--- config.mk ---
export PLATFORM = sky130hd
export DESIGN_NAME = mdpme_div
export DESIGN_NICKNAME = d
export VERILOG_FILES = /design/src/mdpme_pkg.sv /design/src/mdpme_div.sv
export SDC_FILE = /design/constraint.sdc
export NUM_CORES = 1
export LEC_CHECK = 0
export ABC_AREA = 1
export CORE_AREA = 2 2 146 148
export DETAILED_ROUTE_END_ITERATION = 16
export DIE_AREA = 0 0 148 150
export DONT_BUFFER_PORTS = 1
export REMOVE_ABC_BUFFERS = 1
export SYNTH_ARGS = -nofsm -noshare
export SYNTH_HDL_FRONTEND = slang
export SYNTH_SLANG_ARGS = --single-unit
export TNS_END_PERCENT = 100
--- constraint.sdc ---
create_clock -name clk -period 6.25 [get_ports clk]
set_clock_uncertainty 0.1 [all_clocks]
set_input_delay 0.9375 -clock clk [delete_from_list [all_inputs] [get_ports clk]]
set_output_delay 0.9375 -clock clk [all_outputs]
set_load 0.01 [all_outputs]
--- src/mdpme_pkg.sv ---
// Package: types and constants for the MDP model estimator.
package mdpme_pkg;

	localparam int NUM_STATES  = 16;
	localparam int NUM_ACTIONS = 4;
	localparam int SW          = $clog2(NUM_STATES);
	localparam int AW          = (NUM_ACTIONS > 1) ? $clog2(NUM_ACTIONS) : 1;
	localparam int NXW         = $clog2(NUM_STATES + 1);
	localparam int PAIRS       = NUM_STATES * NUM_ACTIONS;
	localparam int PW          = $clog2(PAIRS);
	localparam int TRANS       = PAIRS * (NUM_STATES + 1);
	localparam int TW          = $clog2(TRANS);

	localparam logic CMD_ADD   = 1'b0;
	localparam logic CMD_QUERY = 1'b1;

	localparam logic [0:0] REG_HORIZON  = 1'b0;
	localparam logic [0:0] REG_FALLBACK = 1'b1;

	typedef struct packed {
		logic               cmd;
		logic [3:0]         state;
		logic [1:0]         action;
		logic [4:0]         next_state;
		logic signed [15:0] reward;
		logic               trajectory_end;
	} in_item_t;

	typedef struct packed {
		logic [16:0]        probability;
		logic signed [15:0] mean_reward;
		logic [16:0]        start_probability;
		logic               status;
	} out_item_t;

	// divider request: round(num/den), halves rounded up, 48-bit numerator
	typedef struct packed {
		logic        start;
		logic [47:0] num;
		logic [15:0] den;
	} div_req_t;

	typedef struct packed {
		logic        done;
		logic [32:0] quo;
	} div_rsp_t;

endpackage

--- src/mdpme_div.sv ---
// Iterative restoring divider, one quotient bit per cycle, rounds to nearest.
module mdpme_div import mdpme_pkg::*; (
	input  logic     clk,
	input  logic     arst_n,
	input  div_req_t req,
	output div_rsp_t rsp
);
	// computes (num + den/2) / den
	logic [48:0] rem_q;
	logic [48:0] quo_q;
	logic [15:0] den_q;
	logic [5:0]  cnt_q;
	logic        busy_q;
	logic        done_q;
	logic [49:0] trial;

	assign trial = {rem_q[48:0], quo_q[48]} - {34'd0, den_q};

	always_ff @(posedge clk or negedge arst_n) begin
		if (!arst_n) begin
			busy_q <= 1'b0;
			cnt_q <= '0;
			done_q <= 1'b0;
		end else begin
			done_q <= 1'b0;
			if (req.start) begin
				busy_q <= 1'b1;
				cnt_q <= 6'd49;
			end else if (busy_q) begin
				cnt_q <= cnt_q - 6'd1;
				if (cnt_q == 6'd1) begin
					busy_q <= 1'b0;
					done_q <= 1'b1;
				end
			end
		end
	end

	always_ff @(posedge clk) begin
		if (req.start) begin
			rem_q <= '0;
			quo_q <= {1'b0, req.num} + {34'd0, req.den[15:1]};
			den_q <= req.den;
		end else if (busy_q) begin
			if (!trial[49]) begin
				rem_q <= trial[48:0];
				quo_q <= {quo_q[47:0], 1'b1};
			end else begin
				rem_q <= {rem_q[47:0], quo_q[48]};
				quo_q <= {quo_q[47:0], 1'b0};
			end
		end
	end

	assign rsp = {done_q, quo_q[32:0]};
endmodule

==> impl_metrics.json <==
{
  "status": "complete, no violations",
  "crit_required_ns": 6.43,
  "clkLatencyLatePin_ns": 0.42,
  "hpwl_um": 24000,
  "n_fill_cell": 2235,
  "dieWidth_um": 148,
  "ctsHtreeMaxLevel": 4,
  "avgSynthCellArea_um2": 6.20,
  "cp-start-kind": "register",
  "max_freq_mhz": 330,
  "p_sw_w": 0.00246,
  "antenna_found_initial": 0,
  "hp-class": "in2async",
  "final_nets": 1692,
  "ios": 101,
  "ys_warn_count": 0,
  "area_growth_pct": 5.47,
  "syn-cell-area_um2": 10100,
  "p_sw_share_pct": 49.6,
  "drive_above_1_share_pct": 5.18,
  "cts_hold_buf": 0,
  "gr-total-overflow": 0,
  "r2r_end": "rem_q[7]",
  "clk_pin_slew_ns": 0.07,
  "worst_pin_slew_ns": 1.10,
  "final_area_um2": 10700,
  "p_seq_share_pct": 26.1,
  "cp_slowest_cell": "nand2_2",
  "wl_per_cell_um": 16.3,
  "ys_seq_area_share_pct": 30.9,
  "dr.pass1.iters": 6,
  "maxCapViolCount": 0,
  "grt_max_degree": 69,
  "num_antenna_cells": 0,
  "cp_slowest_stage_delay_ns": 0.75,
  "critPathMaxFanout": 50,
  "postCtsResizedCells": 0,
  "arrival_ns": 3.21,
  "die_h_um": 150,
  "slew_viol_final": 0,
  "r2r_start": "den_q[6]",
  "setup_viol": 0,
  "pwr_density_cell_nw_per_um2": 464,
  "path_cells": "inv_1 -> ha_1 -> nand2_1 -> nor2_1 -> nand3_1 -> nand3_2 -> nand2_2 -> nand3_2 -> nand2_1 -> nand2_2 -> nand2_1 -> nand3_1 -> o21ai_1",
  "port_buffers": 0,
  "drc": 0,
  "synth.distinct_cells": 42,
  "intPower_w": 0.00250,
  "placed_area_um2": 10100,
  "design.die.area_um2": 22200,
  "p_comb_share_pct": 53.9,
  "grt_pass1_vias": 9277,
  "fin_tns_setup_ns": 0,
  "final.min_clock_period_ns": 3.03,
  "clock-root-buffer": "clkbuf_16",
  "vdd_drop_max_mv": 0.199,
  "p_leak_nw": 5.44,
  "ant_nets": 0,
  "final.period_utilization_pct": 48.5,
  "clockBufferDepth": 2,
  "wl_um": 30700,
  "cts_inserted_buffers": 17,
  "synth-seq-cells": 122,
  "slew_headroom_pct": 26.5,
  "syn_inst": 1632,
  "gp_congestion": 1.02,
  "grtUsageTotal_pct": 28.4,
  "crit_top_cell": "nand2_1",
  "finalHoldViolations": 0,
  "critical_path_class": "reg2reg",
  "grt_pass1_wl_um": 48800,
  "coreArea_um2": 20700,
  "r2r_slack_ns": 3.22,
  "rsz0062_at_grt": "false",
  "crit_path_end_kind": "register",
  "r2r_cells": 13,
  "cts_sinks": 122,
  "viasPerCell": 5.11,
  "vias": 9592,
  "cts_tree": "yes",
  "p_clk_share_pct": 20.0,
  "start_util_pct": 48.9,
  "rows": 53,
  "drtIter0Drc": 699,
  "post_cts_buffers": 0
}
-- how the worst max path moves through the flow --
stage,to,cells after the start,from
2_1_floorplan,quo_q[0],2,req[64]
3_3_place_gp,quo_q[18],13,req[1]
3_5_place_dp,quo_q[18],13,req[1]
4_1_cts,rem_q[7],13,den_q[6]
5_1_grt,rem_q[7],13,den_q[6]
6_report,rem_q[7],13,den_q[6]
-- cells by family after synthesis --
| logic type | Yosys count | synth area share, % |
|---|---|---|
| simple gates | 1058 | 43.7 |
| buf+inv | 273 | 11.7 |
| flops | 122 | 30.9 |
| compound gates | 103 | 5.62 |
| xor+xnor | 41 | 3.55 |
| fa+ha+maj | 35 | 4.47 |
-- through the flow --
step / power [W] / hold WS (ns) / setup WS [ns] / util [%] / std cells
finish: 0.00496 / 0.105 / 3.22 / 51.6 / 1878
global route: 0.00542 / 0.0787 / 2.86 / 51.6 / 1878
CTS: 0.00497 / 0.0880 / 3.20 / 51.6 / 1878
detailed placement: 0.00395 / 0.380 / 2.97 / 48.8 / 1846
global placement: 0.00393 / 0.375 / 3.01 / 48.8 / 1846
floorplan: 0.00329 / 0.351 / 2.33 / - / 1568
-- cell type report --
class | instances | area [µm²] | share of cell area, %
Clock buffer | 17 | 425 | 3.98
Multi-Input combinational cell | 1237 | 5810 | 54.5
Clock inverter | 15 | 154 | 1.44
Tap cell | 275 | 344 | 3.22
Inverter | 209 | 785 | 7.35
Timing Repair Buffer | 3 | 22.5 | 0.211
Sequential cell | 122 | 3130 | 29.3
-- registers in the layout, indices dropped and copies added, names as in the netlist --
signal,count
quo_q,49
den_q,16
busy_q,1
cnt_q,6
rem_q,49
done_q,1
-- cells in the mapped netlist, drive strengths merged --
library cell | number | area, µm²
nand2b | 1 | 6.26
a21oi | 32 | 160
xnor2 | 30 | 263
clkbuf | 16 | 60.1
nor3 | 20 | 100
nor3b | 2 | 15.0
edfxtp | 65 | 1950
nand4 | 31 | 194
o211ai | 1 | 7.51
or2 | 5 | 31.3
a22o | 1 | 8.76
a21o | 1 | 7.51
and2 | 7 | 43.8
a31oi | 12 | 75.1
nor2 | 164 | 641
nor4 | 2 | 12.5
inv | 209 | 785
o21ai | 54 | 297
ha | 33 | 413
or3b | 1 | 8.76
dfxtp | 49 | 981
o22ai | 1 | 6.26
fa | 2 | 40.0
dfrtp | 8 | 200
xor2 | 11 | 96.3
nand3b | 18 | 135
nand3 | 99 | 541
a21boi | 1 | 7.51
buf | 48 | 342
nand2 | 708 | 2700
-- critical path: cells and delay by family (launching register included) --
kind / cells / cell delay, ns
compound gates: 1 / 0.06
flops: 1 / 0.34
fa+ha+maj: 1 / 0.36
buf+inv: 1 / 0.09
simple gates: 10 / 1.93
-- metal layers --
metal  GRT usage, %  routed length [µm]
met1           35.4               13400
met2           48.6               14700
met3           6.01                1600
met4           10.0                1020
met5              0                   0
-- placed cells by master (no fill, tap or decap), types with 3 or more instances in the layout --
| cell type | synthesis | final |
|---|---|---|
| nor2_1 | 158 | 156 |
| edfxtp_1 | 65 | 65 |
| ha_1 | 33 | 33 |
| xnor2_1 | 30 | 30 |
| nand3_1 | 90 | 90 |
| a31oi_1 | 12 | 12 |
| a21oi_1 | 32 | 32 |
| o21ai_1 | 3 | 3 |
| and2_1 | 7 | 7 |
| dfxtp_1 | 49 | 49 |
| o21ai_2 | 7 | 7 |
| or2_2 | 4 | 4 |
| nand3b_1 | 18 | 18 |
| nor2_2 | 4 | 5 |
| inv_1 | 206 | 205 |
| buf_4 | 35 | 3 |
| inv_6 | 0 | 6 |
| nand2_1 | 693 | 693 |
| dfrtp_1 | 8 | 8 |
| nor2_4 | 2 | 3 |
| inv_8 | 0 | 3 |
| nand4_1 | 31 | 31 |
| nand2_2 | 15 | 15 |
| nor3_1 | 20 | 20 |
| o21ai_0 | 44 | 44 |
| xor2_1 | 11 | 11 |
| inv_2 | 3 | 4 |
| nand3_2 | 9 | 9 |
| clkbuf_16 | 0 | 17 |
-- power by group through the flow --
stage	Clock, W	Combinational (W)	Sequential, W
finish	0.000993	0.00267	0.00129
global route	0.00104	0.00306	0.00132
CTS	0.00101	0.00267	0.00129
detailed placement	0	0.00265	0.00130
global placement	0	0.00263	0.00130
floorplan	0	0.00207	0.00122
Power figures use the tool's default switching activity.
